$ cat config.mk
export PLATFORM = sky130hd
export DESIGN_NAME = beacon_request_responder_flat
export DESIGN_NICKNAME = d
export VERILOG_FILES = /design/src/hw/rtl/bcn_pkg.sv /design/src/hw/rtl/bcn_rx_if.sv /design/src/hw/rtl/bcn_tx_if.sv /design/src/hw/rtl/bcn_queue.sv /design/src/hw/rtl/bcn_rx.sv /design/src/hw/rtl/bcn_tx.sv /design/src/hw/rtl/beacon_request_responder.sv /design/src/flat_wrapper.sv
export VERILOG_INCLUDE_DIRS = /design/src /design/src/hw/rtl
export SDC_FILE = /design/constraint.sdc
export NUM_CORES = 1
export LEC_CHECK = 0
export BUFFER_PORTS_ARGS = -buffer_cell sky130_fd_sc_hd__buf_4
export CAP_MARGIN = 20
export CORE_ASPECT_RATIO = 0.5
export CORE_MARGIN = 2
export CORE_UTILIZATION = 40
export DETAILED_ROUTE_END_ITERATION = 10
export HOLD_SLACK_MARGIN = 0.03
export PLACE_DENSITY_LB_ADDON = 0.05
export REMOVE_ABC_BUFFERS = 1
export SYNTH_ARGS = -nofsm -noshare
export SYNTH_HDL_FRONTEND = slang
export SYNTH_HIERARCHICAL = 1
export SYNTH_SLANG_ARGS = --single-unit
export TNS_END_PERCENT = 50
$ cat constraint.sdc
create_clock -name clk -period 6.75 [get_ports clk]
set_input_delay 0.675 -clock clk [delete_from_list [all_inputs] [get_ports clk]]
set_output_delay 0.675 -clock clk [all_outputs]
set_load 0.02 [all_outputs]
$ cat src/hw/rtl/beacon_request_responder_defines.svh
// Assertion helpers for the beacon request responder.
`ifndef BEACON_REQUEST_RESPONDER_DEFINES_SVH
`define BEACON_REQUEST_RESPONDER_DEFINES_SVH

`ifndef SYNTHESIS
`define BRR_ASSERT_SAME(name, clk, rst, ante, cons, msg) \
  name: assert property (@(posedge clk) disable iff (rst) (ante) |-> (cons)) \
    else $error(msg);
`define BRR_ASSERT_NEXT(name, clk, rst, ante, cons, msg) \
  name: assert property (@(posedge clk) disable iff (rst) (ante) |=> (cons)) \
    else $error(msg);
`else
`define BRR_ASSERT_SAME(name, clk, rst, ante, cons, msg)
`define BRR_ASSERT_NEXT(name, clk, rst, ante, cons, msg)
`endif

`endif

$ cat src/hw/rtl/bcn_pkg.sv
`timescale 1ns / 1ps
package bcn_pkg;

  localparam int CFG_W = 64;

  typedef enum logic [2:0] {
    CFG_PAN_ID         = 3'd0,
    CFG_SOURCE_ADDRESS = 3'd1,
    CFG_SHORT_MODE     = 3'd2,
    CFG_EXT_PAN_ID     = 3'd3
  } cfg_index_t;

  localparam logic [2:0]  KIND_COMMAND       = 3'h3;
  localparam logic [7:0]  CMD_BEACON_REQUEST = 8'h07;
  localparam logic [15:0] FCS_POLY           = 16'h8408;
  localparam logic [3:0]  POS_MAX            = 4'd15;
  localparam logic [3:0]  POS_CMD            = 4'd7;

  // beacon layout, long-address positions
  localparam logic [5:0] LI_FC_HI    = 6'd1;
  localparam logic [5:0] LI_SEQ      = 6'd2;
  localparam logic [5:0] LI_PAN_LO   = 6'd3;
  localparam logic [5:0] LI_PAN_HI   = 6'd4;
  localparam logic [5:0] LI_SRC      = 6'd5;
  localparam logic [5:0] LI_SHORT_GAP = 6'd7;
  localparam logic [5:0] LI_SF_LO    = 6'd13;
  localparam logic [5:0] LI_SF_HI    = 6'd14;
  localparam logic [5:0] LI_PEND_ADR = 6'd17;
  localparam logic [5:0] LI_PROTO    = 6'd18;
  localparam logic [5:0] LI_STACK    = 6'd19;
  localparam logic [5:0] LI_EXT      = 6'd20;
  localparam logic [5:0] LI_TAIL     = 6'd28;
  localparam logic [5:0] LI_UPDATE   = 6'd31;
  localparam logic [5:0] LI_FCS_LO   = 6'd32;
  localparam logic [5:0] LI_FCS_HI   = 6'd33;
  localparam logic [5:0] SHORT_SKIP  = 6'd6;

  typedef struct packed {
    logic [15:0] pan_id;
    logic [63:0] source_address;
    logic        short_mode;
    logic [63:0] extended_pan_id;
  } cfg_t;

  typedef struct packed {
    logic [3:0] pos;
  } rx_status_t;

  typedef struct packed {
    logic       busy;
    logic [7:0] seq;
  } tx_status_t;

  function automatic logic [15:0] fcs_byte(logic [15:0] crc_in, logic [7:0] b);
    logic [15:0] c;
    logic        bit_in;
    c = crc_in;
    for (int k = 0; k < 8; k++) begin
      bit_in = b[k] ^ c[0];
      c = c >> 1;
      if (bit_in) begin
        c = c ^ FCS_POLY;
      end
    end
    return c;
  endfunction

  function automatic logic [7:0] beacon_byte(logic [5:0] li, logic short_mode, cfg_t cfg,
                                             logic [7:0] seq, logic [15:0] crc);
    logic [7:0] r;
    logic [2:0] k_src;
    logic [2:0] k_ext;
    k_src = 3'(li - LI_SRC);
    k_ext = 3'(li - LI_EXT);
    r = 8'h00;
    if (li == LI_FC_HI) begin
      r = short_mode ? 8'h80 : 8'hC0;
    end else if (li == LI_SEQ) begin
      r = seq;
    end else if (li == LI_PAN_LO) begin
      r = cfg.pan_id[7:0];
    end else if (li == LI_PAN_HI) begin
      r = cfg.pan_id[15:8];
    end else if (li >= LI_SRC && li < LI_SF_LO) begin
      r = cfg.source_address[8*k_src +: 8];
    end else if (li == LI_SF_LO) begin
      r = 8'hFF;
    end else if (li == LI_SF_HI) begin
      r = 8'hCF;
    end else if (li == LI_PROTO) begin
      r = 8'h20;
    end else if (li == LI_STACK) begin
      r = 8'h84;
    end else if (li >= LI_EXT && li < LI_TAIL) begin
      r = cfg.extended_pan_id[8*k_ext +: 8];
    end else if (li >= LI_TAIL && li < LI_UPDATE) begin
      r = 8'hFF;
    end else if (li == LI_FCS_LO) begin
      r = crc[7:0];
    end else if (li == LI_FCS_HI) begin
      r = crc[15:8];
    end
    return r;
  endfunction

endpackage

$ cat src/hw/rtl/bcn_rx_if.sv
`timescale 1ns / 1ps
interface bcn_rx_if;
  logic       valid;
  logic       ready;
  logic [7:0] rx_byte;
  logic       rx_last;
  modport source(output valid, rx_byte, rx_last, input ready);
  modport sink(input valid, rx_byte, rx_last, output ready);
endinterface

$ cat src/hw/rtl/bcn_tx_if.sv
`timescale 1ns / 1ps
interface bcn_tx_if;
  logic       valid;
  logic       ready;
  logic [7:0] tx_byte;
  logic       tx_last;
  modport source(output valid, tx_byte, tx_last, input ready);
  modport sink(input valid, tx_byte, tx_last, output ready);
endinterface

$ cat src/hw/rtl/bcn_queue.sv
`timescale 1ns / 1ps
module bcn_queue #(
  parameter int Depth = 4
) (
  input  logic                       clk,
  input  logic                       rst,
  input  logic                       push,
  input  logic                       push_data,
  input  logic                       pop,
  output logic                       pop_data,
  output logic                       full,
  output logic                       empty,
  output logic [$clog2(Depth+1)-1:0] count
);

  localparam int CntW = $clog2(Depth + 1);
  localparam int PtrW = (Depth > 1) ? $clog2(Depth) : 1;

  logic            mem [Depth];
  logic [PtrW-1:0] wr_ptr;
  logic [PtrW-1:0] rd_ptr;
  logic            do_push;
  logic            do_pop;

  assign full     = (count == CntW'(Depth));
  assign empty    = (count == '0);
  assign do_push  = push && !full;
  assign do_pop   = pop && !empty;
  assign pop_data = mem[rd_ptr];

  always_ff @(posedge clk) begin
    if (rst) begin
      wr_ptr <= '0;
      rd_ptr <= '0;
      count  <= '0;
    end else begin
      if (do_push) begin
        mem[wr_ptr] <= push_data;
        wr_ptr      <= (wr_ptr == PtrW'(Depth - 1)) ? '0 : wr_ptr + 1'b1;
      end
      if (do_pop) begin
        rd_ptr <= (rd_ptr == PtrW'(Depth - 1)) ? '0 : rd_ptr + 1'b1;
      end
      if (do_push && !do_pop) begin
        count <= count + 1'b1;
      end else if (do_pop && !do_push) begin
        count <= count - 1'b1;
      end
    end
  end

endmodule

$ cat src/hw/rtl/bcn_rx.sv
`timescale 1ns / 1ps
module bcn_rx (
  input  logic                clk,
  input  logic                rst,
  bcn_rx_if.sink              rx,
  input  logic                q_full,
  output logic                push,
  output bcn_pkg::rx_status_t stat
);
  import bcn_pkg::*;

  logic [3:0] pos;
  logic [2:0] kind;
  logic [7:0] cmd;
  logic [2:0] kind_next;
  logic [7:0] cmd_next;
  logic       accept;

  assign rx.ready  = !q_full;
  assign accept    = rx.valid && rx.ready;
  assign kind_next = (pos == '0) ? rx.rx_byte[2:0] : kind;
  assign cmd_next  = (pos == POS_CMD) ? rx.rx_byte : cmd;
  assign push      = accept && rx.rx_last && (pos >= POS_CMD) &&
                     (kind_next == KIND_COMMAND) && (cmd_next == CMD_BEACON_REQUEST);
  assign stat.pos  = pos;

  always_ff @(posedge clk) begin
    if (rst) begin
      pos  <= '0;
      kind <= '0;
      cmd  <= '0;
    end else if (accept) begin
      kind <= kind_next;
      cmd  <= cmd_next;
      if (rx.rx_last) begin
        pos <= '0;
      end else if (pos != POS_MAX) begin
        pos <= pos + 1'b1;
      end
    end
  end

endmodule

$ cat src/hw/rtl/bcn_tx.sv
`timescale 1ns / 1ps
module bcn_tx (
  input  logic                clk,
  input  logic                rst,
  input  bcn_pkg::cfg_t       cfg,
  input  logic                q_empty,
  input  logic                q_short,
  output logic                pop,
  bcn_tx_if.source            tx,
  output bcn_pkg::tx_status_t stat
);
  import bcn_pkg::*;

  logic        busy;
  logic [5:0]  idx;
  logic [15:0] crc;
  logic        short_mode;
  logic [7:0]  seq;
  logic [5:0]  li;
  logic [7:0]  byte_now;
  logic        last_now;
  logic        adv;

  assign li       = (short_mode && idx >= LI_SHORT_GAP) ? idx + SHORT_SKIP : idx;
  assign byte_now = beacon_byte(li, short_mode, cfg, seq, crc);
  assign last_now = (li == LI_FCS_HI);
  assign adv      = busy && (!tx.valid || tx.ready);
  assign pop      = !busy && !q_empty;
  assign stat     = '{busy: busy, seq: seq};

  always_ff @(posedge clk) begin
    if (rst) begin
      busy       <= 1'b0;
      idx        <= '0;
      crc        <= '0;
      short_mode <= 1'b1;
      seq        <= 8'd1;
      tx.valid   <= 1'b0;
    end else begin
      if (pop) begin
        busy       <= 1'b1;
        idx        <= '0;
        crc        <= '0;
        short_mode <= q_short;
      end
      if (adv) begin
        tx.valid   <= 1'b1;
        tx.tx_byte <= byte_now;
        tx.tx_last <= last_now;
        idx        <= idx + 1'b1;
        if (li < LI_FCS_LO) begin
          crc <= fcs_byte(crc, byte_now);
        end
        if (last_now) begin
          busy <= 1'b0;
          seq  <= seq + 1'b1;
        end
      end else if (tx.valid && tx.ready) begin
        tx.valid <= 1'b0;
      end
    end
  end

endmodule

$ cat src/hw/rtl/beacon_request_responder.sv
`timescale 1ns / 1ps
// Beacon request responder. Received frame words enter on rx at one per cycle; rx.ready
// drops only while the request queue (QueueDepth entries) is full. The last word of a MAC
// command frame of at least 8 words carrying a beacon request queues one beacon. The
// transmit sequencer then sends the beacon on tx, 28 words (short address) or 34 words
// (long address) ending in the FCS, one word per cycle while tx.ready is high, via an
// output register, pausing between beacons while the sequencer loads the next request.
`include "beacon_request_responder_defines.svh"
module beacon_request_responder #(
  parameter int QueueDepth = 4
) (
  input  logic                     clk,
  input  logic                     rst,
  input  logic                     cfg_we,
  input  logic [2:0]               cfg_index,
  input  logic [bcn_pkg::CFG_W-1:0] cfg_data,
  bcn_rx_if.sink                   rx,
  bcn_tx_if.source                 tx
);
  import bcn_pkg::*;

  localparam int CntW = $clog2(QueueDepth + 1);

  cfg_t            cfg;
  rx_status_t      rx_stat;
  tx_status_t      tx_stat;
  logic            q_push;
  logic            q_pop;
  logic            q_short;
  logic            q_full;
  logic            q_empty;
  logic [CntW-1:0] q_count;

  always_ff @(posedge clk) begin
    if (rst) begin
      cfg.pan_id          <= '0;
      cfg.source_address  <= '0;
      cfg.short_mode      <= 1'b1;
      cfg.extended_pan_id <= '0;
    end else if (cfg_we) begin
      case (cfg_index)
        CFG_PAN_ID:         cfg.pan_id          <= cfg_data[15:0];
        CFG_SOURCE_ADDRESS: cfg.source_address  <= cfg_data;
        CFG_SHORT_MODE:     cfg.short_mode      <= cfg_data[0];
        CFG_EXT_PAN_ID:     cfg.extended_pan_id <= cfg_data;
        default: ;
      endcase
    end
  end

  bcn_rx u_rx (
    .clk    (clk),
    .rst    (rst),
    .rx     (rx),
    .q_full (q_full),
    .push   (q_push),
    .stat   (rx_stat)
  );

  bcn_queue #(
    .Depth (QueueDepth)
  ) u_queue (
    .clk       (clk),
    .rst       (rst),
    .push      (q_push),
    .push_data (cfg.short_mode),
    .pop       (q_pop),
    .pop_data  (q_short),
    .full      (q_full),
    .empty     (q_empty),
    .count     (q_count)
  );

  bcn_tx u_tx (
    .clk     (clk),
    .rst     (rst),
    .cfg     (cfg),
    .q_empty (q_empty),
    .q_short (q_short),
    .pop     (q_pop),
    .tx      (tx),
    .stat    (tx_stat)
  );

  `BRR_ASSERT_SAME(a_seq_step, clk, rst, tx_stat.seq != $past(tx_stat.seq), tx.valid && tx.tx_last && tx_stat.seq == $past(tx_stat.seq) + 8'd1, "sequence number moved other than at a beacon end")
  `BRR_ASSERT_NEXT(a_frame_restart, clk, rst, rx.valid && rx.ready && rx.rx_last, rx_stat.pos == 4'd0, "receive position not cleared after frame end")
  `BRR_ASSERT_SAME(a_queue_bound, clk, rst, 1'b1, q_count <= CntW'(QueueDepth), "request queue count beyond depth")

endmodule
$ cat src/flat_wrapper.sv
// flat-port wrapper written by rule: the top's interface ports become plain ports
module beacon_request_responder_flat import bcn_pkg::*;
#(
  parameter int QueueDepth = 4
)
  (clk, rst, cfg_we, cfg_index, cfg_data, rx_valid, rx_rx_byte, rx_rx_last, rx_ready, tx_valid, tx_tx_byte, tx_tx_last, tx_ready);
  bcn_rx_if rx_i ();
  bcn_tx_if tx_i ();
  input  logic clk;
  input  logic rst;
  input  logic cfg_we;
  input  logic [2:0] cfg_index;
  input  logic [bcn_pkg::CFG_W-1:0] cfg_data;
  input wire logic [$bits(rx_i.valid)-1:0] rx_valid;
  input wire logic [$bits(rx_i.rx_byte)-1:0] rx_rx_byte;
  input wire logic [$bits(rx_i.rx_last)-1:0] rx_rx_last;
  output wire logic [$bits(rx_i.ready)-1:0] rx_ready;
  output wire logic [$bits(tx_i.valid)-1:0] tx_valid;
  output wire logic [$bits(tx_i.tx_byte)-1:0] tx_tx_byte;
  output wire logic [$bits(tx_i.tx_last)-1:0] tx_tx_last;
  input wire logic [$bits(tx_i.ready)-1:0] tx_ready;
  assign rx_i.valid = rx_valid;
  assign rx_i.rx_byte = rx_rx_byte;
  assign rx_i.rx_last = rx_rx_last;
  assign rx_ready = rx_i.ready;
  assign tx_valid = tx_i.valid;
  assign tx_tx_byte = tx_i.tx_byte;
  assign tx_tx_last = tx_i.tx_last;
  assign tx_i.ready = tx_ready;
  beacon_request_responder #(.QueueDepth(QueueDepth)) u_core (.clk(clk), .rst(rst), .cfg_we(cfg_we), .cfg_index(cfg_index), .cfg_data(cfg_data), .rx(rx_i), .tx(tx_i));
endmodule
### Word-level counts from Yosys, hierarchy flattened

Memories as Yosys holds them, arrays and structs flattened. A register that Yosys moved wholly into a read port is not among the register bits.
Cells that the tools add are included.

| cells by class | value |
|---|---|
| $add $sub $neg | 10 |
| $lt $le $gt $ge | 9 |
| equality and inequality tests | 20 |
| shifts and indexed selects | 2 |
| multiplexer cells | 65 |
| bitwise logic cells | 17 |
| reduce and logical (&&, ||, !) cells | 37 |

Operators by type and width:

| operator | count |
|---|---|
| 16-bit 2-to-1 mux | 32 |
| 64-bit by 7-bit variable part select with 8-bit output | 2 |
| 8-bit 2-to-1 mux | 14 |
| 2-bit inverter with 3-bit output | 8 |
| 6-bit 2-to-1 mux | 3 |
| 1-bit logical AND | 16 |
| 2-bit AND reduction | 7 |
| 6-bit by 2-bit == test with 1-bit output, second input constant | 2 |
| 6-bit by 4-bit == test with 1-bit output, second input constant | 2 |
| 6-bit by 5-bit == test with 1-bit output, second input constant | 2 |
| 6-bit == test, second input constant | 2 |
| 6-bit by 3-bit greater-or-equal comparator with 1-bit output, second input constant | 2 |
| 6-bit by 5-bit greater-or-equal comparator with 1-bit output, second input constant | 2 |
| 6-bit by 5-bit less-than comparator with 1-bit output, second input constant | 2 |
| 3-bit by 2-bit == test with 1-bit output, second input constant | 3 |
| 3-bit 2-to-1 mux | 3 |
| 8-bit by 1-bit adder with 8-bit output, second input constant | 1 |
| 8-bit by 3-bit == test with 1-bit output, second input constant | 1 |
| 1-bit 2-to-1 mux | 8 |
| 4-bit 2-to-1 mux | 2 |
| 2-bit nonzero test | 4 |
| 1-bit bitwise XOR | 8 |
| 7-bit 2-to-1 mux | 1 |
| 6-bit by 1-bit adder with 6-bit output, second input constant | 1 |
| other kinds (22) | 32 |

| word-level totals | value |
|---|---|
| register bits after elaboration | 208 |
| RAM bits | 4 |
| input bits | 81 |
| output and inout bits | 11 |
| logic and storage cells | 178 |
| memories | 1 |

Memories:

| memory | depth | width | read ports | clocked after memory_dff | write ports | RTL line | text |
|---|---|---|---|---|---|---|---|
| u_core.u_queue.mem | 4 | 1 | 1 | 1 | 1 | bcn_queue.sv:19 | `logic mem [Depth];` |

### Logic depth before layout (Yosys ltp)

| logic depth | value |
|---|---|
| word-level depth | 56 |
| mapped depth | 15 |
| mapped depth without buffers | 13 |

### Modules after synthesis

The synthesis kept the hierarchy.

Modules (own cells, without submodules):

| module | instances | cells an instance | area an instance (um2) | seq. area each (um2) |
|---|---|---|---|---|
| beacon_request_responder | 1 | 546 | 5936.9 | 2902.8 |
| bcn_tx | 1 | 523 | 4620.7 | 930.9 |
| bcn_rx | 1 | 92 | 752.0 | 300.3 |
| bcn_queue | 1 | 55 | 631.9 | 300.3 |

### Worst setup path before layout

No wires, ideal clock.

| path | value |
|---|---|
| path type | register to register |
| start | reg u_core.u_tx.idx[1] |
| end | reg u_core.u_tx.crc[7] |
| library setup time | 0.117 ns |
| arrival | 3.500 ns |
| required time | 6.633 ns |
| setup slack | 3.134 ns |
| stages on the path, launching flop included | 14 |
| buffers on the path | 1 |
| period minus slack after synthesis | 3.616 ns |
| path through | dfxtp_1 clkbuf_1 inv_1 ha_1 nand4b_1 xor2_1 nand2_1 a221oi_2 inv_1 a21oi_1 o21ai_4 xor2_4 xnor3_1 a22o_1 |

| between the ends | value |
|---|---|
| word-level cells in the longest chain between the ends | 50 |
| elaborated cells on any way between the ends | 74 |
| classes of those cells | add/sub: 3; order compare: 8; eq/ne: 10; shift: 2; mux: 45; bitwise: 2; reduce/logical: 4 |

Ends and longest elaborated chain:

| element | RTL line | text |
|---|---|---|
| start: declaration | bcn_tx.sv:15 | `logic [5:0] idx;` |
| start signal: assignment | bcn_tx.sv:50 | `idx <= idx + 1'b1;` |
| 6-bit by 3-bit greater-or-equal comparator with 1-bit output | bcn_tx.sv:24 | `assign li = (short_mode && idx >= LI_SHORT_GAP) ? idx + SHORT_SKIP : idx;` |
| 1-bit logical AND | bcn_tx.sv:24 |  |
| 6-bit 2-to-1 mux * | bcn_tx.sv:24 |  |
| branches (longest 13 deep; another with 3-bit subtractor) | -- |  |
| 8-bit 2-to-1 mux * | bcn_pkg.sv:76 | `if (li == LI_FC_HI) begin` |
| net u_core.u_tx.byte_now[0] | bcn_tx.sv:20 | `logic [7:0] byte_now;` |
| 1-bit bitwise XOR * | bcn_pkg.sv:59 | `bit_in = b[k] ^ c[0];` |
| 16-bit 2-to-1 mux * | bcn_pkg.sv:61 | `if (bit_in) begin` |
| (+23 left out) | -- |  |
| 16-bit 2-to-1 mux * | bcn_tx.sv:32 | `if (rst) begin` |
| 16-bit 2-to-1 mux * | bcn_pkg.sv:61 |  |
| 16-bit 2-to-1 mux * | bcn_tx.sv:51 | `if (li < LI_FCS_LO) begin` |
| 16-bit 2-to-1 mux * | bcn_tx.sv:46 | `if (adv) begin` |
| 16-bit 2-to-1 mux * | bcn_tx.sv:32 |  |
| 16-bit 2-to-1 mux * | bcn_pkg.sv:61 |  |
| 16-bit 2-to-1 mux * | bcn_tx.sv:51 |  |
| 16-bit 2-to-1 mux * | bcn_tx.sv:46 |  |
| end signal: assignment | bcn_tx.sv:52 | `crc <= fcs_byte(crc, byte_now);` |
| end: declaration | bcn_tx.sv:16 | `logic [15:0] crc;` |

Mark *: on every way through the listed nets, which the timed path passes. The select of a mux whose other input is x is not followed.
A chain may end at the register's enable or synchronous reset.

### Final worst setup path

| path | value |
|---|---|
| start | reg u_core.u_tx.idx[1] |
| end | reg u_core.u_tx.crc[8] |

| between the ends | value |
|---|---|
| word-level cells in the longest chain between the ends | 50 |
| elaborated cells on any way between the ends | 76 |
| classes of those cells | add/sub: 3; order compare: 8; eq/ne: 10; shift: 2; mux: 45; bitwise: 4; reduce/logical: 4 |

Ends and longest elaborated chain:

| element | RTL line |
|---|---|
| 6-bit by 3-bit greater-or-equal comparator with 1-bit output | bcn_tx.sv:24 |
| 1-bit logical AND | bcn_tx.sv:24 |
| 6-bit 2-to-1 mux * | bcn_tx.sv:24 |
| branches (longest 45 deep; another with 3-bit subtractor) | -- |
| 16-bit 2-to-1 mux * | bcn_tx.sv:51 |
| 16-bit 2-to-1 mux * | bcn_tx.sv:46 |

Mark *: on every way between the ends. The select of a mux whose other input is x is not followed.

==> results.yml <==
worst_setup_path:
  worstPathRequired_ns: 7.16
  max_stage_delay_ns: 0.95
  setup.worst_path.class: "flip-flop to flip-flop"
  worstPathArrival_ns: 5.82
  end_kind: "flip-flop"
  path_max_fanout: 31
  cp_cell_sequence: "ha_1 -> a2111oi_4 -> o221a_4 -> nand2_1 -> a221oi_2 -> a2111oi_0 -> a211oi_2 -> xnor2_2 -> xnor2_1 -> o21ai_1"
  startpoint_type: "flip-flop"
  cpMaxStageDelayCell: "a2111oi_4"
cells_and_area:
  n_antenna_cell: 0
  final_core_util_pct: 46.6
  final_common_cell: "nand2b_1"
  fin_cells: 1668
  fin_nets: 1355
  layout-drive-gt1-share_pct: 16.9
  areaGrowthSynthToFinish_pct: 13.9
  layout_common_cells: "221 x nand2b_1, 201 x dfxtp_1, 173 x mux2i_1, 103 x buf_4, 64 x nand2_1"
sta:
  slew_violations: 0
  relSlewSlack_pct: 26.6
  finalCritPeriodShare_pct: 80.1
  finalHoldViolations: 0
  clock_skew_ns: 0.0108
  worst_hold_slack_ns: 0.414
  tns_ns: 0
  rsz0062_at_grt: "false"
  finalCriticalPeriod_ns: 5.41
  max_freq_ghz: 0.185
  worst_slew_pin_slew_ns: 1.10
  setup_violations: 0
die:
  dieArea_sq_mm: 0.0313
  placeableCoreArea_sq_mm: 0.0292
  ios: 92
  die_h_um: 126
  start_util_pct: 40.9
  rows: 44
  die_w_um: 248
drt:
  routed_wl_um: 32900
  num_vias: 9103
  maxUsedRoutingLayer: "met4"
  drtIter0Drc: 561
  wire_per_inst_um: 19.8
  dr_wl_met2_um: 13800
  drc: 0
  route.met3.wl_um: 1820
  ant_nets: 0
  drtPass1Iterations: 6
  vias_per_cell: 5.46
  wl_met1_um: 16800
pwr:
  total_power_w: 0.00280
  p_leak_nw: 5.23
  power.density_mw_per_mm2: 206
  ir_drop_mv: 0.148
cts:
  cts_resized: 0
  h-tree-depth: 1
  numClockSinks: 215
  cts_buffers: 22
  clock-root-buffer: "clkbuf_16"
  cts_buffer_depth: 3
  cts_tree: "done"
  post_cts_buffers: 0
  clk-insertion-delay-late_ns: 0.53
  clkTransAtPathRegs_ns: 0.06
  ctsHoldBuffers: 0
worst_hold_path:
  hold_class: "input port to flip-flop"
placement:
  placed_cells: 1626
  gp_congestion: 0.924
  post-dp-hpwl_um: 22800
  io_buffers: 91
flow_run:
  cap_violations: 0
global_routing:
  grt-ovfl-total: 0
  grt_pass1_vias: 8905
  gr-usage-all-layers_pct: 21.1
  antenna_found_initial: 0
  grt_max_degree: 126
  grt_pass1_wl_um: 51800
yosys:
  synth_area_per_cell_sq_um: 9.82
  netlist_instances: 1215
  ys.warnings.count: 6
  synth_area_sq_mm: 0.0119
run_status:
  status: "finished clean"
registers in the layout, summed over array words and instances (netlist names), named ones only:
signal,cells
u_core/u_tx/seq,8
u_core/u_rx/cmd,8
u_core/u_rx/stat,4
u_core/u_queue/count,3
u_core/u_tx/tx.tx_byte,8
u_core/u_tx/tx.tx_last,1
u_core/u_queue/wr_ptr,2
u_core/u_tx/busy,1
u_core/u_tx/tx.valid,1
u_core/u_tx/short_mode,1
u_core/u_queue/mem,4
u_core/u_tx/crc,16
u_core/u_queue/rd_ptr,2
u_core/u_tx/idx,6
u_core/cfg,145
u_core/u_rx/kind,3
worst max-delay path, delay by kind of cell, from the launching register on:
kind                       cells  cell delay [ns]
AOI/OAI and AO/OA              6             3.47
DFF                            1             0.63
adders and majority gates      1             0.50
xor gates and xnor gates       2             0.38
and+or+nand+nor                1             0.28
routing by layer:
layer  vias to the layer above  track usage (%)
li1                       4448                -
met2                       231             30.7
met3                        38             4.05
met4                         0             3.85
met1                      4386             32.2
met5                         -                0
final timing paths:
kind                           start            endpoint  slack (ns)  cells after the start
hold / removal         rx_rx_byte[5]  u_core/u_rx/cmd[5]        0.41                      3
setup reg to reg  u_core/u_tx/idx[1]  u_core/u_tx/crc[8]        1.34                     10
hold reg to reg   u_core/u_tx/crc[1]  u_core/u_tx/crc[1]        0.46                      2
setup / recovery  u_core/u_tx/idx[1]  u_core/u_tx/crc[8]        1.34                     10
layout make-up:
class / count / area (sq um)
clock inverter: 7 / 145
timing repair buffer: 104 / 785
fill: 2769 / 15600
sequential: 215 / 4440
inverter: 24 / 90.1
tap: 391 / 489
clock buffer: 33 / 652
multi-input combinational: 894 / 6990
report_power, final:
part	switching, W	internal (W)	total (W)
clock network	0.000539	0.000791	0.00133
logic	0.0000765	0.0000846	0.000161
registers	0.0000129	0.00130	0.00131
through the flow:
step	area (sq um)	worst slack (ns)
2_1_floorplan	11500	1.86
3_3_place_gp	12800	1.71
3_5_place_dp	12800	1.54
4_1_cts	13600	1.53
5_1_grt	13600	1.15
6_report	13600	1.34
Power figures use the tool's default switching activity.
